## src/design/cr422_pkg.sv

```systemverilog
// shared types and constants for the 4:2:0 to 4:2:2 vertical chroma upsampler
// no dependencies
package cr422_pkg;

    localparam int SAMPLE_W = 8;
    localparam int TAPS     = 7;
    localparam int SUM_W    = 18;
    localparam int ROWS_W   = 2;

    typedef logic [SAMPLE_W-1:0] sample_t;
    typedef sample_t [TAPS-1:0]  window_t;

    localparam logic signed [SUM_W-1:0] COEF_0    = 18'sd3;
    localparam logic signed [SUM_W-1:0] COEF_1    = -18'sd16;
    localparam logic signed [SUM_W-1:0] COEF_2    = 18'sd67;
    localparam logic signed [SUM_W-1:0] COEF_3    = 18'sd227;
    localparam logic signed [SUM_W-1:0] COEF_4    = -18'sd32;
    localparam logic signed [SUM_W-1:0] COEF_5    = 18'sd7;
    localparam logic signed [SUM_W-1:0] ROUND_OFS = 18'sd128;
    localparam int                      SHIFT     = 8;
    localparam logic signed [SUM_W-1:0] MAX_VAL   = 18'sd255;

    localparam logic [ROWS_W-1:0] ROWS_FULL = 2'd3;
    localparam logic [ROWS_W-1:0] LAST_STEP = 2'd3;

    typedef struct packed {
        sample_t in_sample;
        logic    column_start;
        logic    column_end;
    } in_item_t;

    typedef struct packed {
        sample_t out_sample;
        logic    odd_row;
        logic    run_end;
        logic    column_done;
    } out_item_t;

    typedef struct packed {
        logic fill;
        logic shift;
    } cell_ctrl_t;

endpackage

```

## src/design/cr422_cell.sv

```systemverilog
// one window cell: holds a sample row, fills or takes its neighbour's value
// depends on cr422_pkg
module cr422_cell (
    input  logic                 clk,
    input  logic                 rst_n,
    input  cr422_pkg::cell_ctrl_t ctrl,
    input  cr422_pkg::sample_t   fill_value,
    input  cr422_pkg::sample_t   neighbour,
    output cr422_pkg::sample_t   value
);

    cr422_pkg::sample_t value_reg;
    cr422_pkg::sample_t value_next;

    always_comb
    begin
        value_next = value_reg;
        if (ctrl.fill)
        begin
            value_next = fill_value;
        end
        else if (ctrl.shift)
        begin
            value_next = neighbour;
        end
    end

    always_ff @(posedge clk or negedge rst_n)
    begin
        if (!rst_n)
        begin
            value_reg <= '0;
        end
        else
        begin
            value_reg <= value_next;
        end
    end

    assign value = value_reg;

endmodule

```

## config.mk

```make
export PLATFORM = sky130hd
export DESIGN_NAME = cr422_cell
export DESIGN_NICKNAME = d
export VERILOG_FILES = /design/src/design/cr422_pkg.sv /design/src/design/cr422_cell.sv
export SDC_FILE = /design/constraint.sdc
export NUM_CORES = 1
export LEC_CHECK = 0
export ABC_AREA = 1
export ABC_CLOCK_PERIOD_IN_PS = 800
export BUFFER_PORTS_ARGS = -buffer_cell sky130_fd_sc_hd__buf_2
export CELL_PAD_IN_SITES_DETAIL_PLACEMENT = 0
export CELL_PAD_IN_SITES_GLOBAL_PLACEMENT = 1
export CORE_MARGIN = 2
export CORE_UTILIZATION = 22
export CTS_CLUSTER_SIZE = 16
export DETAILED_ROUTE_END_ITERATION = 8
export PLACE_DENSITY_LB_ADDON = 0.1
export SLEW_MARGIN = 0
export SYNTH_ARGS = -nofsm -noshare
export SYNTH_HDL_FRONTEND = slang
export SYNTH_SLANG_ARGS = --single-unit
```

## constraint.sdc

```tcl
create_clock -name clk -period 0.8 [get_ports clk]
set_input_delay 0.12 -clock clk [delete_from_list [all_inputs] [get_ports clk]]
set_output_delay 0.12 -clock clk [all_outputs]
set_load 0.1 [all_outputs]
```

==> results of run 1 <==
## report_power, final
group | internal [uW] | switching [uW]
registers | 468 | 40.1
clock network | 172 | 140
logic | 213 | 373
## layer usage
metal | vias up | GRT usage | part of all wire
li1 | 207 | - | -
met5 | - | 0 | 0
met1 | 174 | 0.141 | 0.39
met2 | 22 | 0.180 | 0.51
met3 | 0 | 0.0680 | 0.10
met4 | 0 | 0.0353 | 0
## synth_stat cells
library cell / number / area, sq um
buf_6: 1 / 11.3
dfrtp_1: 8 / 200
buf_4: 1 / 7.51
nand2_1: 16 / 60.1
nand3_1: 16 / 80.1
inv_2: 1 / 3.75
nor2_4: 1 / 11.3
## worst paths after layout
check / slack (ps) / cells past startpoint / start / to
min reg2reg: 560 / 2 / value[3]$_DFFE_PN0P_ / value[3]$_DFFE_PN0P_
min in group asynchronous: 260 / 2 / rst_n / value[3]$_DFFE_PN0P_
max: -230 / 1 / value[2]$_DFFE_PN0P_ / value[2]
max in group asynchronous: 340 / 2 / rst_n / value[7]$_DFFE_PN0P_
max reg2reg: 60 / 2 / value[2]$_DFFE_PN0P_ / value[2]$_DFFE_PN0P_
min: 80 / 3 / fill_value[3] / value[3]$_DFFE_PN0P_
## cell usage in the layout, fill, tap and decap left out
cell type,netlist,final
nor2_4,1,1
dlygate4sd3_1,0,1
clkbuf_4,0,3
nand2_1,16,16
dfrtp_4,0,8
nand3_1,16,16
buf_12,0,8
buf_2,0,19
buf_4,1,1
inv_2,1,1
## final cells by class
type | count | area (sq um) | share of cell area
Tap cell | 16 | 20.0 | 0.0286
Timing Repair Buffer | 29 | 273 | 0.389
Clock buffer | 3 | 22.5 | 0.0321
Sequential cell | 8 | 230 | 0.329
Multi-Input combinational cell | 33 | 151 | 0.216
Inverter | 1 | 3.75 | 0.00536
## stage by stage
| stage | util | setup TNS [ps] | power (uW) | std cells | setup WS, ps |
|---|---|---|---|---|---|
| 4_1_cts | 0.455 | -1950 | 1430 | 90 | -249 |
| 3_3_place_gp | 0.433 | 0 | 1100 | 86 | 42.1 |
| 5_1_grt | 0.455 | -2100 | 1480 | 90 | -271 |
| 3_5_place_dp | 0.433 | 0 | 1100 | 86 | 35.1 |
| 2_1_floorplan | - | -583 | 855 | 44 | -72.8 |
| 6_report | 0.455 | -1830 | 1410 | 90 | -235 |
## timing repair
action,4_1_cts,5_1_grt
setup endpoints to repair,8,8
hold buffers,1,0
endpoints found under the hold margin,8,0
pin swaps,0,0
## cells by family (layout without fill, tap and decap cells)
family / Yosys count / in the layout
flops: 8 / 8
simple gates: 33 / 33
buf+inv: 3 / 33
==> report_table.html, run 1 <==
<table>
<tr><th>Metric</th><th>Value</th></tr>
<tr><th colspan="2">Synth</th></tr>
<tr><td>Seq cells post-synth</td><td>8</td></tr>
<tr><td>Post-Synth Simple-Gate Area</td><td>0.405</td></tr>
<tr><td>Xor/xnor share of the synthesized area</td><td>0</td></tr>
<tr><td>Multiplexer share of the synthesized area</td><td>0</td></tr>
<tr><td>Number of nets in the synthesized netlist</td><td>64</td></tr>
<tr><td>Number of warning messages in the yosys log</td><td>0</td></tr>
<tr><td>Avg Inst Size Synth</td><td>8.50 sq um</td></tr>
<tr><td>Synth cell types</td><td>7</td></tr>
<tr><td>Share of the synthesized area in compound gates (AO/OA/AOI/OAI)</td><td>0</td></tr>
<tr><td>Cell count after synthesis</td><td>between 40 and 50</td></tr>
<tr><td>Combinational family with the most area after synthesis</td><td>simple AND/OR/NAND/NOR gates</td></tr>
<tr><td>Adder-cell share of the synthesized area</td><td>0</td></tr>
<tr><td>Part of the Yosys area used for sequential elements</td><td>0.535</td></tr>
<tr><td>Netlist area before placement</td><td>between 300 and 400 sq um</td></tr>
<tr><th colspan="2">Outcome</th></tr>
<tr><td>Outcome</td><td>finished, violations left</td></tr>
<tr><td>Violations in the final reports</td><td>negative setup slack</td></tr>
<tr><th colspan="2">GRT</th></tr>
<tr><td>First-pass GRT wire length</td><td>approximately 1600 um</td></tr>
<tr><td>Vias in the first global route</td><td>about 370</td></tr>
<tr><td>Overall fraction of global-route tracks in use</td><td>0.118</td></tr>
<tr><td>Maximum number of pins on one net before global-route repair</td><td>10</td></tr>
<tr><td>Global route total overflow</td><td>0</td></tr>
<tr><td>Antenna violations before repair</td><td>0</td></tr>
<tr><th colspan="2">Timing</th></tr>
<tr><td>Final period util</td><td>1.29</td></tr>
<tr><td>Final clock skew</td><td>0 ps</td></tr>
<tr><td>Max-Slew Margin vs Limit</td><td>0.861</td></tr>
<tr><td>Highest Clock Rate</td><td>0.967 GHz</td></tr>
<tr><td>Final Hold Viols</td><td>0</td></tr>
<tr><td>Max-slew violation total from the final report</td><td>0</td></tr>
<tr><td>Min Clock Period, post-route</td><td>a little over 1000 ps</td></tr>
<tr><td>Final worst hold slack</td><td>80.4 ps</td></tr>
<tr><td>Final setup margin</td><td>-235 ps</td></tr>
<tr><td>Transition time of the tightest slew-check pin</td><td>around 210 ps</td></tr>
<tr><td>Final number of setup-violating endpoints</td><td>8</td></tr>
<tr><td>RSZ-0062 raised after global routing</td><td>yes</td></tr>
<tr><th colspan="2">Detailed routing</th></tr>
<tr><td>Via count</td><td>403</td></tr>
<tr><td>Starting DRC count in detailed routing</td><td>2</td></tr>
<tr><td>DRC violations left</td><td>0</td></tr>
<tr><td>Routed wire length</td><td>1000 um</td></tr>
<tr><td>Final routed wire length divided by cell count</td><td>11.1 um</td></tr>
<tr><td>Remaining antenna violation count after routing</td><td>0</td></tr>
<tr><td>Via density per instance</td><td>4.48</td></tr>
<tr><td>Number of optimization iterations in the first detailed-route pass</td><td>4</td></tr>
<tr><th colspan="2">Floorplan</th></tr>
<tr><td>Width of the chip</td><td>45.2 um</td></tr>
<tr><td>Core footprint</td><td>~1500 sq um</td></tr>
<tr><td>Number of top-level design ports</td><td>28</td></tr>
<tr><td>Num rows</td><td>14</td></tr>
<tr><td>Overall die area</td><td>2050 sq um</td></tr>
<tr><td>Height of the die</td><td>45.2 um</td></tr>
<tr><td>Initial core utilization</td><td>0.243</td></tr>
<tr><th colspan="2">Place</th></tr>
<tr><td>Final GP Congestion</td><td>a little under 0.7</td></tr>
<tr><td>Quantity of I/O buffers inserted on ports</td><td>27</td></tr>
<tr><td>Post-DP HPWL</td><td>810 um</td></tr>
<tr><td>Post-Place Cell Area</td><td>668 sq um</td></tr>
<tr><th colspan="2">CTS</th></tr>
<tr><td>Num Clock Sinks</td><td>8</td></tr>
<tr><td>Max Root-Sink Buffers</td><td>2</td></tr>
<tr><td>Post-CTS Setup Repair Bufs</td><td>0</td></tr>
<tr><td>CTS buffer count</td><td>3</td></tr>
<tr><td>Clock latency at the later pin of the worst-skew pair</td><td>roughly 250 ps</td></tr>
<tr><td>H-Tree Depth</td><td>1</td></tr>
<tr><td>Clock Pin Slew Worst Setup and Hold Paths</td><td>about 60 ps</td></tr>
<tr><td>Root buffer cell</td><td>clkbuf_4</td></tr>
<tr><td>Post-cts gate resize count</td><td>0</td></tr>
<tr><td>CTS tree</td><td>done</td></tr>
<tr><th colspan="2">Power and ir drop</th></tr>
<tr><td>Largest vdd supply drop</td><td>0.000801 V</td></tr>
<tr><td>Leakage Power</td><td>0.000333 uW</td></tr>
<tr><td>Total power per unit cell area</td><td>2010 nW/um^2</td></tr>
<tr><th colspan="2">Worst hold path</th></tr>
<tr><td>Type of the worst min-delay path</td><td>primary input to register</td></tr>
<tr><th colspan="2">Final layout</th></tr>
<tr><td>Ant diodes</td><td>0</td></tr>
<tr><td>Syn-to-layout area delta</td><td>87.3%</td></tr>
<tr><td>Max reg flops</td><td>8</td></tr>
<tr><td>Final cell area excluding filler cells</td><td>701 sq um</td></tr>
<tr><td>Filler instances</td><td>about 160</td></tr>
<tr><td>Fraction of final layout cells sized beyond drive strength 1</td><td>0.554</td></tr>
<tr><td>Number of nets at the end of the flow</td><td>96</td></tr>
<tr><th colspan="2">Job</th></tr>
<tr><td>Number of maximum-capacitance violations</td><td>0</td></tr>
<tr><th colspan="2">Worst setup path</th></tr>
<tr><td>Crit-path slowest cell</td><td>dfrtp_4</td></tr>
<tr><td>CP max FO</td><td>2</td></tr>
<tr><td>Startpoint kind of the worst setup timing path</td><td>register</td></tr>
<tr><td>Worst stage delay on the critical path</td><td>490 ps</td></tr>
<tr><td>Signal arrival time at the worst endpoint</td><td>between 900 and 1000 ps</td></tr>
<tr><td>Endpoint required time on the critical path</td><td>680 ps</td></tr>
<tr><td>Kind of end point of the critical path</td><td>primary output</td></tr>
<tr><td>Worst-path cell chain</td><td>buf_12</td></tr>
<tr><td>Delay-heaviest family, CP</td><td>flip-flops</td></tr>
<tr><td>Critical Setup Path Class</td><td>register to primary output</td></tr>
<tr><td>Buffer and inverter count on the worst path</td><td>1</td></tr>
</table>
Power figures use the tool's default switching activity.
==> inputs of run 2 (changes only) <==
Settings changed: ABC_CLOCK_PERIOD_IN_PS 800 to 1200, CAP_MARGIN from default to 10, CORE_UTILIZATION 22 to 26.
Clock period 0.8 ns to 1.2 ns, I/O delays scaled along.
==> report_table.html, run 2 (synthesized netlist as in run 1, its figures left out) <==
<table>
<tr><th>Metric</th><th>Value</th></tr>
<tr><th colspan="2">Outcome</th></tr>
<tr><td>Outcome</td><td>completed</td></tr>
<tr><th colspan="2">CTS</th></tr>
<tr><td>H-Tree Depth</td><td>1</td></tr>
<tr><td>Clock Pin Slew Worst Setup and Hold Paths</td><td>around 50 ps</td></tr>
<tr><td>Clock latency at the later pin of the worst-skew pair</td><td>250 ps</td></tr>
<tr><td>CTS tree</td><td>done</td></tr>
<tr><td>Max Root-Sink Buffers</td><td>2</td></tr>
<tr><td>Root buffer cell</td><td>clkbuf_4</td></tr>
<tr><td>CTS buffer count</td><td>3</td></tr>
<tr><td>Post-CTS Setup Repair Bufs</td><td>0</td></tr>
<tr><td>Num Clock Sinks</td><td>8</td></tr>
<tr><th colspan="2">Detailed routing</th></tr>
<tr><td>Via count</td><td>401</td></tr>
<tr><td>Routed wire length</td><td>967 um</td></tr>
<tr><td>Number of optimization iterations in the first detailed-route pass</td><td>2</td></tr>
<tr><td>Final routed wire length divided by cell count</td><td>11.0 um</td></tr>
<tr><td>Starting DRC count in detailed routing</td><td>3</td></tr>
<tr><td>DRC violations left</td><td>0</td></tr>
<tr><td>Via density per instance</td><td>~4.6</td></tr>
<tr><td>Remaining antenna violation count after routing</td><td>0</td></tr>
<tr><th colspan="2">GRT</th></tr>
<tr><td>Global route total overflow</td><td>0</td></tr>
<tr><td>Maximum number of pins on one net before global-route repair</td><td>11</td></tr>
<tr><td>Vias in the first global route</td><td>slightly below 400</td></tr>
<tr><td>First-pass GRT wire length</td><td>1640 um</td></tr>
<tr><td>Antenna violations before repair</td><td>0</td></tr>
<tr><td>Overall fraction of global-route tracks in use</td><td>0.126</td></tr>
<tr><th colspan="2">Final layout</th></tr>
<tr><td>Max reg flops</td><td>8</td></tr>
<tr><td>Most frequent cells in the layout</td><td>19 x buf_2, 16 x nand2_1, 16 x nand3_1, 8 x buf_12, 8 x dfrtp_1</td></tr>
<tr><td>Number of nets at the end of the flow</td><td>95</td></tr>
<tr><td>Filler instances</td><td>132</td></tr>
<tr><td>Fraction of final layout cells sized beyond drive strength 1</td><td>0.438</td></tr>
<tr><td>Final cell area excluding filler cells</td><td>roughly 660 sq um</td></tr>
<tr><td>Footprint of the flip-flops and latches</td><td>200 sq um</td></tr>
<tr><td>Combined area of the multi-input logic cells</td><td>about 150 sq um</td></tr>
<tr><td>Most frequent standard cell in the layout excluding fill and tap cells</td><td>buf_2</td></tr>
<tr><td>Final core utilization</td><td>0.502</td></tr>
<tr><td>Syn-to-layout area delta</td><td>76.9%</td></tr>
<tr><td>Ant diodes</td><td>0</td></tr>
<tr><th colspan="2">Worst setup path</th></tr>
<tr><td>Crit-path slowest cell</td><td>dfrtp_1</td></tr>
<tr><td>Worst r2r path cells</td><td>2</td></tr>
<tr><td>Worst-path cell chain</td><td>buf_12</td></tr>
<tr><td>Endpoint required time on the critical path</td><td>1020 ps</td></tr>
<tr><td>CP Depth</td><td>1</td></tr>
<tr><td>Buffer and inverter count on the worst path</td><td>1</td></tr>
<tr><td>Critical Setup Path Class</td><td>register to primary output</td></tr>
<tr><td>Kind of end point of the critical path</td><td>primary output</td></tr>
<tr><td>Worst stage delay on the critical path</td><td>a little over 400 ps</td></tr>
<tr><td>Register-to-register setup slack</td><td>540 ps</td></tr>
<tr><td>Startpoint kind of the worst setup timing path</td><td>register</td></tr>
<tr><td>Signal arrival time at the worst endpoint</td><td>840 ps</td></tr>
<tr><td>CP max FO</td><td>2</td></tr>
<tr><td>Delay-heaviest family, CP</td><td>flip-flops</td></tr>
<tr><th colspan="2">Timing</th></tr>
<tr><td>Final period util</td><td>0.850</td></tr>
<tr><td>Final setup margin</td><td>about 180 ps</td></tr>
<tr><td>Max-Slew Margin vs Limit</td><td>0.860</td></tr>
<tr><td>Min Clock Period, post-route</td><td>1020 ps</td></tr>
<tr><td>Final Hold Viols</td><td>0</td></tr>
<tr><td>Transition time of the tightest slew-check pin</td><td>approximately 210 ps</td></tr>
<tr><td>Final-layout setup total negative slack</td><td>0 ps</td></tr>
<tr><td>Final number of setup-violating endpoints</td><td>0</td></tr>
<tr><td>Final clock skew</td><td>0 ps</td></tr>
<tr><td>Highest Clock Rate</td><td>0.980 GHz</td></tr>
<tr><td>Max-slew violation total from the final report</td><td>0</td></tr>
<tr><td>RSZ-0062 raised after global routing</td><td>no</td></tr>
<tr><th colspan="2">Worst hold path</th></tr>
<tr><td>Type of the worst min-delay path</td><td>primary input to register</td></tr>
<tr><td>Hold Path Cell Cnt</td><td>3</td></tr>
<tr><th colspan="2">Place</th></tr>
<tr><td>Post-Place Cell Area</td><td>629 sq um</td></tr>
<tr><td>Quantity of I/O buffers inserted on ports</td><td>27</td></tr>
<tr><td>Post-DP HPWL</td><td>about 760 um</td></tr>
<tr><td>Worst setup slack before clock tree synthesis</td><td>361 ps</td></tr>
<tr><td>Final GP Congestion</td><td>0.642</td></tr>
<tr><th colspan="2">Floorplan</th></tr>
<tr><td>Overall die area</td><td>1760 sq um</td></tr>
<tr><td>Initial core utilization</td><td>0.284</td></tr>
<tr><td>Num rows</td><td>13</td></tr>
<tr><td>Core footprint</td><td>1320 sq um</td></tr>
<tr><td>Height of the die</td><td>41.9 um</td></tr>
<tr><td>Number of top-level design ports</td><td>28</td></tr>
<tr><td>Width of the chip</td><td>41.9 um</td></tr>
<tr><th colspan="2">Power and ir drop</th></tr>
<tr><td>Leakage Power</td><td>roughly 0.00034 uW</td></tr>
<tr><td>Flop pwr share</td><td>0.355</td></tr>
<tr><td>Design internal power</td><td>548 uW</td></tr>
<tr><td>Combinational cell fraction of total power</td><td>0.423</td></tr>
<tr><td>Power spent charging and discharging nets</td><td>362 uW</td></tr>
<tr><td>Sw Ratio</td><td>0.398</td></tr>
<tr><td>Total power per unit cell area</td><td>1380 nW/um^2</td></tr>
<tr><td>Largest vdd supply drop</td><td>between 0.0008 and 0.0009 V</td></tr>
<tr><td>Proportion of power drawn by the clock network</td><td>0.222</td></tr>
<tr><th colspan="2">Job</th></tr>
<tr><td>Number of maximum-capacitance violations</td><td>0</td></tr>
</table>
run 2: power groups by stage:
| stage | registers, uW | logic (uW) | clock network, uW |
|---|---|---|---|
| 6_report | 324 | 385 | 202 |
| 4_1_cts | 324 | 389 | 208 |
| 3_5_place_dp | 329 | 386 | 0 |
| 3_3_place_gp | 330 | 384 | 0 |
| 5_1_grt | 327 | 401 | 234 |
| 2_1_floorplan | 501 | 48.2 | 0 |
run 2: worst paths after layout:
path / end / startpoint
max in group asynchronous: value[7]$_DFFE_PN0P_ / rst_n
min in group asynchronous: value[1]$_DFFE_PN0P_ / rst_n
min: value[3]$_DFFE_PN0P_ / fill_value[3]
max: value[0] / value[0]$_DFFE_PN0P_
min reg2reg: value[7]$_DFFE_PN0P_ / value[7]$_DFFE_PN0P_
max reg2reg: value[1]$_DFFE_PN0P_ / value[1]$_DFFE_PN0P_
run 2: area by class of cell:
type | count | share of cell area
multi-input cells | 33 | 0.229
flip-flops and latches | 8 | 0.302
well taps | 15 | 0.0284
clock buffers | 3 | 0.0340
inverters | 1 | 0.00567
repair buffers | 28 | 0.401
run 2: metrics by stage:
step,power (uW),std cells,hold slack [ps]
global route,962,88,138
global placement,714,84,28.3
CTS,921,88,135
floorplan,549,44,-116
finish,911,88,142
detailed placement,715,84,30.8
run 2: per-layer routing:
metal,vias up,wire length [um],global-route usage
met5,-,0,0
met4,0,0,0.0194
met3,0,59,0.0783
met2,15,496,0.213
met1,183,411,0.137
li1,203,-,-
run 2: timing repair:
| item | 4_1_cts | 5_1_grt |
|---|---|---|
| endpoints found under the hold margin | 8 | 0 |
| hold buffers | 1 | 0 |
| resized for setup | 0 | 0 |
