===== src/design/cr422_pkg.sv =====
// shared types and constants for the 4:2:0 to 4:2:2 vertical chroma upsampler
// no dependencies
package cr422_pkg;

    localparam int SAMPLE_W = 8;
    localparam int TAPS     = 7;
    localparam int SUM_W    = 18;
    localparam int ROWS_W   = 2;

    typedef logic [SAMPLE_W-1:0] sample_t;
    typedef sample_t [TAPS-1:0]  window_t;

    localparam logic signed [SUM_W-1:0] COEF_0    = 18'sd3;
    localparam logic signed [SUM_W-1:0] COEF_1    = -18'sd16;
    localparam logic signed [SUM_W-1:0] COEF_2    = 18'sd67;
    localparam logic signed [SUM_W-1:0] COEF_3    = 18'sd227;
    localparam logic signed [SUM_W-1:0] COEF_4    = -18'sd32;
    localparam logic signed [SUM_W-1:0] COEF_5    = 18'sd7;
    localparam logic signed [SUM_W-1:0] ROUND_OFS = 18'sd128;
    localparam int                      SHIFT     = 8;
    localparam logic signed [SUM_W-1:0] MAX_VAL   = 18'sd255;

    localparam logic [ROWS_W-1:0] ROWS_FULL = 2'd3;
    localparam logic [ROWS_W-1:0] LAST_STEP = 2'd3;

    typedef struct packed {
        sample_t in_sample;
        logic    column_start;
        logic    column_end;
    } in_item_t;

    typedef struct packed {
        sample_t out_sample;
        logic    odd_row;
        logic    run_end;
        logic    column_done;
    } out_item_t;

    typedef struct packed {
        logic fill;
        logic shift;
    } cell_ctrl_t;

endpackage


===== src/design/cr422_fir.sv =====
// 6-tap interpolation filter with rounding and clamp, taps mirrored for odd rows
// depends on cr422_pkg
module cr422_fir (
    input  cr422_pkg::window_t window,
    input  logic               odd,
    output cr422_pkg::sample_t result
);

    cr422_pkg::sample_t t0, t1, t2, t3, t4, t5;
    logic signed [cr422_pkg::SUM_W-1:0] p0, p1, p2, p3, p4, p5;
    logic signed [cr422_pkg::SUM_W-1:0] sum;
    logic signed [cr422_pkg::SUM_W-1:0] rnd;
    logic signed [cr422_pkg::SUM_W-1:0] shifted;

    localparam int PAD = cr422_pkg::SUM_W - cr422_pkg::SAMPLE_W;

    always_comb
    begin
        t0 = odd ? window[6] : window[0];
        t1 = odd ? window[5] : window[1];
        t2 = odd ? window[4] : window[2];
        t3 = window[3];
        t4 = odd ? window[2] : window[4];
        t5 = odd ? window[1] : window[5];

        p0 = $signed({{PAD{1'b0}}, t0}) * cr422_pkg::COEF_0;
        p1 = $signed({{PAD{1'b0}}, t1}) * cr422_pkg::COEF_1;
        p2 = $signed({{PAD{1'b0}}, t2}) * cr422_pkg::COEF_2;
        p3 = $signed({{PAD{1'b0}}, t3}) * cr422_pkg::COEF_3;
        p4 = $signed({{PAD{1'b0}}, t4}) * cr422_pkg::COEF_4;
        p5 = $signed({{PAD{1'b0}}, t5}) * cr422_pkg::COEF_5;

        sum     = p0 + p1 + p2 + p3 + p4 + p5;
        rnd     = sum + cr422_pkg::ROUND_OFS;
        shifted = rnd >>> cr422_pkg::SHIFT;

        if (rnd[cr422_pkg::SUM_W-1])
        begin
            result = '0;
        end
        else if (shifted > cr422_pkg::MAX_VAL)
        begin
            result = '1;
        end
        else
        begin
            result = shifted[cr422_pkg::SAMPLE_W-1:0];
        end
    end

endmodule


===== config.mk =====
export PLATFORM = sky130hd
export DESIGN_NAME = cr422_fir
export DESIGN_NICKNAME = d
export VERILOG_FILES = /design/src/design/cr422_pkg.sv /design/src/design/cr422_fir.sv
export SDC_FILE = /design/constraint.sdc
export NUM_CORES = 1
export LEC_CHECK = 0
export ABC_AREA = 1
export BUFFER_PORTS_ARGS = -buffer_cell sky130_fd_sc_hd__buf_4
export CAP_MARGIN = 0
export CORE_MARGIN = 10
export CORE_UTILIZATION = 60
export DETAILED_ROUTE_END_ITERATION = 10
export GPL_ROUTABILITY_DRIVEN = 0
export PLACE_DENSITY_LB_ADDON = 0.2
export SYNTH_ARGS = -nofsm -noshare
export SYNTH_HDL_FRONTEND = slang
export SYNTH_SLANG_ARGS = --single-unit

===== constraint.sdc =====
create_clock -name vclk -period 12.7
set_clock_uncertainty 0.15 [all_clocks]
set_input_delay 2.54 -clock vclk [all_inputs]
set_output_delay 2.54 -clock vclk [all_outputs]
set_load 0.01 [all_outputs]

==> impl.org, run 1 <==
** Critical path
- Worst setup endpoint :: result[4]
- Longest individual stage delay on the worst path :: 0.55 ns
- Data on the critical path arrives at its endpoint at 9.37 ns.
- The slowest stage of the critical path is the sky130_fd_sc_hd__fa_1 cell.
- Category of the worst setup path capture point :: primary output
- STA classifies the critical path startpoint as an input pin.
- Tracing the worst setup path back leads to its startpoint at window[25].
- For the worst setup path, the data required time is 10.01 ns.
- Category of the critical setup timing path :: input pin to primary output
- In this run the worst path has a maximum fanout of 8.

** Global route
- Global routing used 20.4% of the available tracks.
- The first global-routing pass estimated 25,200 µm of wire.
- Pin count of the biggest net entering global routing :: 36
- The number of global-route vias before repair came to 5,752.
- Grt ovf :: 0
- Initial antenna violation count :: 0

** Clocking
- Number of setup buffers added after CTS :: 0
- Buffers inserted to repair hold after CTS numbered 0.
- Post-CTS repair changed the size of 0 cells.

** STA
- The number of pins exceeding their max-slew limit in the final report came to 0.
- Final period util :: 94.9%
- Slew Limit Headroom :: 54.0%
- Maximum clock rate :: 82.9 MHz
- The final-report hold violation count was 0.
- In the post-route analysis, the smallest setup slack over all paths is 0.643 ns.
- Setup repair after global routing left no endpoint under its margin.
- Setup violations remaining at the end of the flow were counted as 0.
- Setup TNS :: 0 ns
- For the pin with the worst max-slew slack, the measured transition is 0.683 ns.
- Minimum clock period :: 12.06 ns

** Final layout
- Flip-flop and latch count :: 0
- Number of clock-tree buffers in the layout :: 0
- The repair_antennas step left the layout with diodes totalling 0.
- Number of nets in the final layout :: 1,153
- Summing all multi-input logic gate instances after layout gives 5310 µm².
- Sequential cell area :: 0 µm²
- Filler cell count :: 889
- The post-route netlist has 12.7% of its cells at a drive strength greater than 1.
- Compared with the post-synthesis result, the final layout area differs by 9.65%.
- Once layout is complete, the cells apart from fillers number 1,030.

** Routing
- For this block, the routed nets add up to 14,400 µm of wire.
- DR pass1 iterations :: 4
- WL per Instance :: 14.0 µm
- In the routed design, unresolved DRC markers number 0.
- Dividing the detail-routed via count by the number of cells gives 5.28.
- Routed Antenna Nets :: 0
- After the first detailed-routing iteration, the DRC count stood at 217.
- The routed layout has 5,441 vias.

** Synth
- Of all cell types, the one taking the most synthesized area is sky130_fd_sc_hd__ha_1.
- Netlist area before placement :: 6080 µm²
- For this run, the register share of the synthesized area comes to 0%.
- After synthesis, the most frequently instantiated cells are sky130_fd_sc_hd__nand2_1, sky130_fd_sc_hd__inv_1, sky130_fd_sc_hd__ha_1.
- Instance count of the mapped netlist :: 840
- Most frequent cell after synthesis :: sky130_fd_sc_hd__nand2_1
- Number of warnings printed during yosys synthesis :: 0
- Post-synth net total :: 1,094
- Fraction of synthesized cell area taken by the top area cell type :: 27.4%
- In this run the mean area of a mapped cell was 7.24 µm².
- Biggest area contributors in the synthesized netlist :: sky130_fd_sc_hd__ha_1, sky130_fd_sc_hd__fa_1, sky130_fd_sc_hd__nand2_1
- Netlist cell types :: 37

** Floorplanning
- Die ar. :: 14,600 µm²
- In this run the count of I/O pins placed on the die edge is 65.
- Chip Width :: 121 µm
- The floorplan step defined a core boundary enclosing 9820 µm².
- Floorplan row count :: 36
- Die boundary height :: 121 µm
- Initial cell density of the core :: 61.9%

** Run
- Number of max-cap violations :: 0

** Place
- Worst-case setup slack after placement :: 0.687 ns
- Buffers placed on the I/O ports in this run total 65.
- HPWL after detailed placement :: 13,400 µm
- Once placement completed, the tool counted placed cells totaling 1,030.

** Hold path
- Worst min-delay path class :: input pin to primary output

** Outcome
- Outcome :: completed
area by class of cell:
type | count | area share (%)
multi-input cells | 646 | 79.6
inverters | 185 | 10.5
repair buffers | 66 | 7.43
well taps | 133 | 2.50
how the worst min path moves through the flow:
| stage | from | end | slack (ns) | depth (start not counted) |
|---|---|---|---|---|
| global placement | window[40] | result[6] | 5.80 | 11 |
| CTS | window[40] | result[6] | 5.82 | 11 |
| floorplan | window[40] | result[6] | 5.48 | 9 |
| detailed placement | window[40] | result[6] | 5.81 | 11 |
| finish | window[40] | result[6] | 5.83 | 11 |
| global route | window[40] | result[6] | 5.89 | 11 |
routing by layer:
| metal | global-route usage [%] | share of wire [%] |
|---|---|---|
| met5 | 0 | 0 |
| met4 | 4.60 | 2.5 |
| met3 | 2.09 | 4.7 |
| met2 | 40.0 | 52 |
| met1 | 22.7 | 41 |
worst max-delay path: cells and delay by family:
kind                       cells  cell delay (ns)
AOI/OAI and AO/OA              3             0.46
xor gates and xnor gates       1             0.20
adders and majority gates     10             4.26
buffers and inverters          8             0.62
and+or+nand+nor                9             1.28
placed cells by master, fill, tap and decap left out:
master	Yosys	layout
sky130_fd_sc_hd__a21o_1	2	2
sky130_fd_sc_hd__a21oi_1	40	40
sky130_fd_sc_hd__a221oi_2	1	1
sky130_fd_sc_hd__a31oi_1	3	3
sky130_fd_sc_hd__buf_4	0	66
sky130_fd_sc_hd__clkinv_1	2	2
sky130_fd_sc_hd__fa_1	64	64
sky130_fd_sc_hd__ha_1	133	133
sky130_fd_sc_hd__inv_1	179	179
sky130_fd_sc_hd__inv_2	3	3
sky130_fd_sc_hd__inv_6	1	1
sky130_fd_sc_hd__mux2i_4	1	1
sky130_fd_sc_hd__nand2_1	183	183
sky130_fd_sc_hd__nand2_2	20	20
sky130_fd_sc_hd__nand2_4	4	4
sky130_fd_sc_hd__nand3_1	35	35
sky130_fd_sc_hd__nand3_2	3	3
sky130_fd_sc_hd__nand3_4	3	3
sky130_fd_sc_hd__nand3b_1	5	5
sky130_fd_sc_hd__nand4_1	3	3
sky130_fd_sc_hd__nor2_1	28	28
sky130_fd_sc_hd__nor2_2	3	3
sky130_fd_sc_hd__nor2_4	3	3
sky130_fd_sc_hd__nor3_1	7	7
sky130_fd_sc_hd__nor4_1	4	4
sky130_fd_sc_hd__o2111ai_1	1	1
sky130_fd_sc_hd__o21a_1	1	1
sky130_fd_sc_hd__o21ai_0	37	37
sky130_fd_sc_hd__o21ai_1	6	6
sky130_fd_sc_hd__o21ai_2	1	1
sky130_fd_sc_hd__o21bai_1	4	4
sky130_fd_sc_hd__o31ai_1	2	2
sky130_fd_sc_hd__or2_2	5	5
sky130_fd_sc_hd__xnor2_1	15	15
sky130_fd_sc_hd__xor2_1	29	29
kinds of logic (layout without fill, tap and decap cells):
logic type / Yosys count / in the layout / synth area share [%]
fa+ha+maj: 197 / 197 / 48.4
buf+inv: 194 / 251 / 12.7
mux: 1 / 1 / 0.370
compound gates: 98 / 98 / 8.78
simple gates: 306 / 306 / 23.3
xor+xnor: 44 / 44 / 6.34
metrics by stage:
step	area [µm²]	hold slack (ns)	utilization, %
floorplan	6080	5.48	-
global placement	6670	5.80	67.9
detailed placement	6670	5.81	67.9
CTS	6670	5.82	67.9
global route	6670	5.89	67.9
finish	6670	5.83	67.9
Power of run 1 is left out: the tool's default activity adds up to more than one toggle a clock period on the data nets, which glitch-free logic cannot reach.
==> run 2, diff against run 1 <==
--- a/config.mk
+++ b/config.mk
@@ -7,3 +7,2 @@
 export LEC_CHECK = 0
-export ABC_AREA = 1
 export BUFFER_PORTS_ARGS = -buffer_cell sky130_fd_sc_hd__buf_4
==> constraint.sdc (replaced) <==
create_clock -name vclk -period 12.7
set_clock_uncertainty 0.15 [all_clocks]
set_input_delay 0.635 -clock vclk [all_inputs]
set_output_delay 0.635 -clock vclk [all_outputs]
set_load 0.01 [all_outputs]
==> run 2 against run 1 <==
Wire length down 20%. Synthesized area down 12%. Die area down 10%. Critical endpoint is now result[0]. Largest cell class unchanged.
==> impl.org, run 2 <==
** Floorplanning
- The die footprint is 13,100 µm² (was 14,600 µm²).
- The number of ports placed on the die boundary is 65 (unchanged).
- The core box area came to 8720 µm² (was 9820 µm²).
- The initial core utilization came to 61.4% (was 61.9%).
- The die height is 114 µm (was 121 µm).
- Floorplan row count :: 34 (was 36)
- Chip Width :: 114 µm (was 121 µm)

** Critical path
- Worst Path Arrival :: 7.74 ns (was 9.37 ns)
- The delay of the slowest cell on the worst path came to 0.59 ns (was 0.55 ns).
- Category of the worst setup path capture point :: primary output (unchanged)
- Critical-path top delay cell :: sky130_fd_sc_hd__buf_4 (was sky130_fd_sc_hd__fa_1)
- The cell that appears most often on the critical path is sky130_fd_sc_hd__ha_1.
- Cells along the critical path :: buf_4, mux2i_1, inv_1, ha_1, ha_1, ha_1, ha_1, o21ai_0, a21boi_0, o21ai_0, a21oi_1, nand2b_1, fa_1, fa_1, inv_1, fa_1, ha_1, ha_1, o41ai_4, o21ai_2, a21oi_2, xor2_2, a21oi_1, buf_4
- Crit start category :: input pin (unchanged)
- The maximum fanout count along the critical path came to 61 (was 8).
- The required time of the critical path is 11.91 ns (was 10.01 ns).
- The path type of the worst setup path is input pin to primary output (unchanged).

** Synth
- Biggest area contributors in the synthesized netlist: sky130_fd_sc_hd__ha_1, sky130_fd_sc_hd__fa_1, sky130_fd_sc_hd__inv_1 (was sky130_fd_sc_hd__ha_1, sky130_fd_sc_hd__fa_1, sky130_fd_sc_hd__nand2_1).
- The number of instances in the synthesized netlist came to 591 (was 840).
- Fraction of synthesized cell area taken by the top area cell type :: 31.1% (was 27.4%)
- The synthesized area divided by synthesized cell count was 9.06 µm² (was 7.24 µm²).
- The post-synthesis cell area came to 5360 µm² (was 6080 µm²).
- Sequential share of the synthesized area :: 0% (unchanged)
- The synthesized-area fraction occupied by ao, oa, aoi and oai cells is 10.5% (was 8.78%).
- Dominant cell type by area after synthesis :: sky130_fd_sc_hd__ha_1 (unchanged)
- The fraction of the mapped netlist area in simple logic gates is 9.91% (was 23.3%).
- The post-synthesis share of cell area spent on xor and xnor gates came to 9.44% (was 6.34%).
- Netlist cell types :: 49 (was 37)
- Most frequent cells after synthesis: sky130_fd_sc_hd__ha_1, sky130_fd_sc_hd__inv_1, sky130_fd_sc_hd__fa_1 (was sky130_fd_sc_hd__nand2_1, sky130_fd_sc_hd__inv_1, sky130_fd_sc_hd__ha_1).
- The most common cell in the netlist is sky130_fd_sc_hd__ha_1 (was sky130_fd_sc_hd__nand2_1).
- The net count after synthesis was 845 (was 1,094).
- The arithmetic-cell share of the synthesized area counting full adders, half adders and majority gates came to 55.0% (was 48.4%).
- Mux contribution to synthesized area :: 7.66% (was 0.370%)
- The number of warnings issued by yosys is 0 (unchanged).
- The combinational family with the most area after synthesis was adder cells (unchanged).

** Clocking
- Number of buffers added to fix hold violations after cts :: 0 (unchanged)
- Cts repair resizes :: 0 (unchanged)
- Number of setup buffers added after CTS :: 0 (unchanged)

** Hold path
- Hold Path Cell Cnt :: 7 (was 11)
- Hold wc startpoint :: window[40] (unchanged)
- The end point of the worst hold path is result[0] (was result[6]).
- The type of the most critical hold path was input pin to primary output (unchanged).

** STA
- The slew at the pin closest to its max-slew limit was 0.761 ns (was 0.683 ns).
- Maximum clock rate :: 117 MHz (was 82.9 MHz)
- The number of pins exceeding their max-slew limit in the final report was 0 (unchanged).
- Slew Limit Headroom :: 49.3% (was 54.0%)
- Minimum clock period :: 8.53 ns (was 12.06 ns)
- The setup slack of the critical path after layout is 4.17 ns (was 0.643 ns).
- Final hold vios :: 0 (unchanged)
- Setup repair after global routing missed its margin: false (unchanged).
- Setup violations, final :: 0 (unchanged)
- Setup TNS :: 0 ns (unchanged)
- Final period util :: 67.1% (was 94.9%)

** Routing
- The number of detailed-routing iterations run before antenna repair was 4 (unchanged).
- Starting DRC count in detailed routing :: 137 (was 217)
- The via density per instance came to 5.54 (was 5.28).
- Routed Antenna Nets :: 0 (unchanged)
- Via Count :: 4,190 (was 5,441)
- The DRC violations left was 0 (unchanged).
- The wire length per cell after detailed routing is 15.3 µm (was 14.0 µm).
- The routed wire length is 11,600 µm (was 14,400 µm).

** Final layout
- The diode insertion count for antenna repair is 0 (unchanged).
- Final core utilization :: 68.1% (was 67.9%)
- The post-route standard cell area excluding fillers was 5940 µm² (was 6670 µm²).
- Commonest cells after routing, fill and taps aside: sky130_fd_sc_hd__ha_1, sky130_fd_sc_hd__inv_1, sky130_fd_sc_hd__buf_4 (was sky130_fd_sc_hd__nand2_1, sky130_fd_sc_hd__inv_1, sky130_fd_sc_hd__ha_1).
- Area added between synthesis and finish :: 11.0% (was 9.65%)
- Share of cells above drive strength 1 :: 14.2% (was 12.7%)
- The final sequential cell count is 0 (unchanged).
- Leading cell type in the layout, fill and taps excluded :: sky130_fd_sc_hd__ha_1 (was sky130_fd_sc_hd__nand2_1)
- The filler cell count came to 705 (was 889).
- The clock buffer count in the final layout was 0 (unchanged).
- Number of nets in the final layout :: 905 (was 1,153)
- The area used by sequential logic in the layout came to 0 µm² (unchanged).

** Outcome
- Outcome: completed (unchanged).

** Place
- Placed Instance Area :: 5940 µm² (was 6670 µm²)
- HPWL after detailed placement :: 10,600 µm (was 13,400 µm)
- The worst slack at placement was 4.20 ns (was 0.687 ns).
- Number of buffer cells added on primary ports :: 65 (unchanged)

** Run
- Number of max-cap violations :: 0 (unchanged)

** Global route
- Vias in the first global route :: 4,201 (was 5,752)
- The sum of overflow across all layers after global routing was 0 (unchanged).
- Global-route wire length before repair :: 19,600 µm (was 25,200 µm)
- The maximum number of pins on one net before global-route repair is 62 (was 36).
- Initial antenna violation count :: 0 (unchanged)
- The global-route usage over all layers was 17.6% (was 20.4%).
run 2: cell count changes in the layout (fill, tap and decap cells not counted), sizes merged, moves of 6 or more:
cell / delta
xor2: -7
nand2: -193
mux2i: +22
nor2b: +12
nand3: -35
inv: -86
xnor2: +19
mux2: +16
nor3: +6
nand2b: +7
o21ai: -24
run 2: worst max-delay path, delay by kind of cell:
kind / cells / cell delay [ns]
and+or+nand+nor: 1 / 0.19
buffers and inverters: 4 / 0.96
AOI/OAI and AO/OA: 8 / 1.76
xor gates and xnor gates: 1 / 0.33
adders and majority gates: 9 / 3.27
muxes: 1 / 0.55
run 2: final cells by class:
cell class,instances,area [µm²],share of cell area (%)
Multi-Input combinational cell,487,4950,83.4
Timing Repair Buffer,65,488,8.21
Inverter,97,364,6.13
Tap cell,108,135,2.27
run 2: layer usage:
| layer | vias to the layer above | wire, µm | track usage [%] |
|---|---|---|---|
| met4 | 0 | 70 | 0.835 |
| met3 | 6 | 446 | 1.62 |
| li1 | 2100 | - | - |
| met2 | 78 | 5780 | 31.3 |
| met1 | 2006 | 5280 | 23.5 |
| met5 | - | 0 | 0 |
run 2: how the worst max path moves through the flow:
| stage | start | slack [ns] | cells after the start | endpoint |
|---|---|---|---|---|
| finish | odd | 4.17 | 24 | result[0] |
| global route | odd | 3.62 | 26 | result[5] |
| global placement | odd | 4.45 | 24 | result[7] |
| CTS | odd | 4.18 | 24 | result[6] |
| floorplan | odd | 4.34 | 27 | result[0] |
| detailed placement | odd | 4.20 | 24 | result[0] |
run 2: logic make-up after synthesis:
logic type | count (synthesis)
xor+xnor | 56
mux | 39
compound gates | 88
fa+ha+maj | 197
buf+inv | 104
simple gates | 107
run 2: stage by stage:
stage | cells | hold WS [ns]
detailed placement | 757 | 2.15
floorplan | 591 | 1.74
global placement | 757 | 2.14
global route | 757 | 2.26
CTS | 757 | 2.15
finish | 757 | 2.16
Power of run 2 is left out for the same reason.
==> run 3, diff against run 2 <==
- clock period: 12.7 -> 8.8 ns (I/O delays scaled with it)
==> run 3 against run 2 <==
Setup slack got worse by 3.5 ns. Clock-buffer cell count unchanged. Sequential share of layout area unchanged. Critical path depth unchanged. Cell count unchanged. Wire length increased by 4.0%. Global-route usage increased by 0.89 points.
==> impl.org, run 3 (synthesis gave the netlist of run 2 again) <==
** Final layout
- The most frequent standard cell in the layout excluding fill and tap cells is sky130_fd_sc_hd__ha_1 (unchanged).
- Diode count :: 0 (unchanged)
- The post-layout net count was 905 (unchanged).
- Filler cell count :: 713 (was 705)
- The final sequential cell count is 0 (unchanged).
- Number of clock-tree buffers in the layout :: 0 (unchanged)
- The area used by sequential logic in the layout is 0 µm² (unchanged).
- The area added between synthesis and finish is 11.0% (unchanged).
- Commonest cells after routing, fill and taps aside: sky130_fd_sc_hd__ha_1, sky130_fd_sc_hd__inv_1, sky130_fd_sc_hd__buf_4 (unchanged).
- Share of cells above drive strength 1 :: 14.2% (unchanged)

** Critical path
- The slowest stage cell on the critical path is sky130_fd_sc_hd__buf_4 (unchanged).
- CP Data Required Time :: 8.21 ns (was 11.91 ns)
- The path type of the worst setup path was input pin to primary output (unchanged).
- CP dominant cell by count :: sky130_fd_sc_hd__ha_1 (unchanged)
- The maximum fanout count along the critical path is 61 (unchanged).
- Longest individual stage delay on the worst path :: 0.60 ns (was 0.59 ns)
- The endpoint class of the critical path is a primary output (unchanged).
- Cells along the critical path :: buf_4, mux2i_1, inv_1, ha_1, ha_1, ha_1, ha_1, inv_1, xnor2_1, fa_1, inv_1, fa_1, fa_1, fa_1, ha_1, o21ai_0, nor2_1, o41a_1, o41ai_4, o21ai_2, a21oi_2, xor2_2, a21oi_1, buf_4 (was buf_4, mux2i_1, inv_1, ha_1, ha_1, ha_1, ha_1, o21ai_0, a21boi_0, o21ai_0, a21oi_1, nand2b_1, fa_1, fa_1, inv_1, fa_1, ha_1, ha_1, o41ai_4, o21ai_2, a21oi_2, xor2_2, a21oi_1, buf_4)
- The kind of launch point of the worst setup path is an input pin (unchanged).
- Worst Path Arrival :: 7.52 ns (was 7.74 ns)

** Outcome
- Outcome :: completed (unchanged)

** Place
- The number of I/O port buffers was 65 (unchanged).
- The post-detailed-placement half-perimeter wirelength is 11,000 µm (was 10,600 µm).
- Worst-case setup slack after placement :: 0.745 ns (was 4.20 ns)

** STA
- Final hold vios :: 0 (unchanged)
- The number of pins exceeding their max-slew limit in the final report is 0 (unchanged).
- Setup repair after global routing missed its margin :: false (unchanged)
- The setup-violating endpoint count in the final report was 0 (unchanged).
- The final critical path takes up 92.1% of the cycle.
- Minimum clock period :: 8.11 ns
- Static timing analysis puts the maximum clock frequency at 123 MHz.
- The total negative slack is 0 ns (unchanged).
- Transition at the pin with the smallest max-transition slack :: 0.769 ns (was 0.761 ns)
- Slew Limit Headroom :: 48.8% (was 49.3%)
- Worst setup margin :: 0.694 ns (was 4.17 ns)

** Floorplanning
- Core region area :: 8720 µm² (unchanged)
- Initial cell density of the core :: 61.4% (unchanged)
- The die height is 114 µm (unchanged).
- The overall die width came to 114 µm (unchanged).
- Floorplan row count :: 34 (unchanged)
- The number of ports placed on the die boundary came to 65 (unchanged).
- Die ar. :: 13,100 µm² (unchanged)

** Global route
- The global-route wire length before repair is 20,600 µm (was 19,600 µm).
- The number of global-route vias before repair came to 4,449 (was 4,201).
- The maximum number of pins on one net before global-route repair was 62 (unchanged).
- The sum of overflow across all layers after global routing came to 0 (unchanged).
- Initial antenna violation count :: 0 (unchanged)
- All-layer global routing usage :: 18.5% (was 17.6%)

** Routing
- The number of detailed-routing iterations run before antenna repair came to 5 (was 4).
- Via Count :: 4,250 (was 4,190)
- The via density per instance is 5.61 (was 5.54).
- Starting DRC count in detailed routing :: 172 (was 137)
- The routed wire length came to 12,100 µm (was 11,600 µm).
- Residual DRC count :: 0 (unchanged)
- WL per Instance :: 15.9 µm (was 15.3 µm)
- Routed Antenna Nets :: 0 (unchanged)

** Clocking
- Number of setup buffers added after CTS :: 0 (unchanged)
- The number of gates resized after CTS is 0 (unchanged).
- The cts-stage hold buffer count came to 0 (unchanged).

** Hold path
- Hold wc startpoint :: window[40] (unchanged)
- Worst min-delay path class :: input pin to primary output (unchanged)
- The end point of the worst hold path was result[0] (unchanged).
- The number of stages on the worst hold path was 7 (unchanged).

** Run
- Number of max-cap violations :: 0 (unchanged)
-- run 3: layout make-up --
type               count  area (µm²)  area share, %
inverters             97         364           6.13
multi-input cells    487        4950           83.4
well taps            108         135           2.27
repair buffers        65         488           8.21
-- run 3: how the worst max path moves through the flow --
stage | slack [ns] | to | from | cells after the start
after floorplan | 0.83 | result[0] | odd | 27
after global placement | 0.94 | result[7] | odd | 24
after detailed placement | 0.75 | result[4] | odd | 24
after CTS | 0.74 | result[4] | odd | 24
after global routing | 0.11 | result[4] | odd | 26
final | 0.69 | result[4] | odd | 24
-- run 3: worst max-delay path, delay by kind of cell --
family | cells | cell delay, ns
AOI/OAI and AO/OA | 6 | 1.40
muxes | 1 | 0.54
and+or+nand+nor | 1 | 0.08
buffers and inverters | 5 | 1.04
xor gates and xnor gates | 2 | 0.46
adders and majority gates | 9 | 3.52
-- run 3: routing by layer --
layer / vias to the layer above / wire [µm] / GRT usage [%]
met1: 2033 / 5260 / 23.8
met5: - / 0 / 0
met2: 101 / 6180 / 33.7
met4: 0 / 136 / 2.09
li1: 2107 / - / -
met3: 9 / 480 / 1.21
-- run 3: stage by stage --
stage	area [µm²]	std cells	hold slack, ns	util [%]
after CTS	5940	757	1.77	68.1
after global placement	5940	757	1.76	68.1
final	5940	757	1.78	68.1
after detailed placement	5940	757	1.76	68.1
after floorplan	5360	591	1.35	-
after global routing	5940	757	1.89	68.1
Power of run 3 is left out for the same reason.
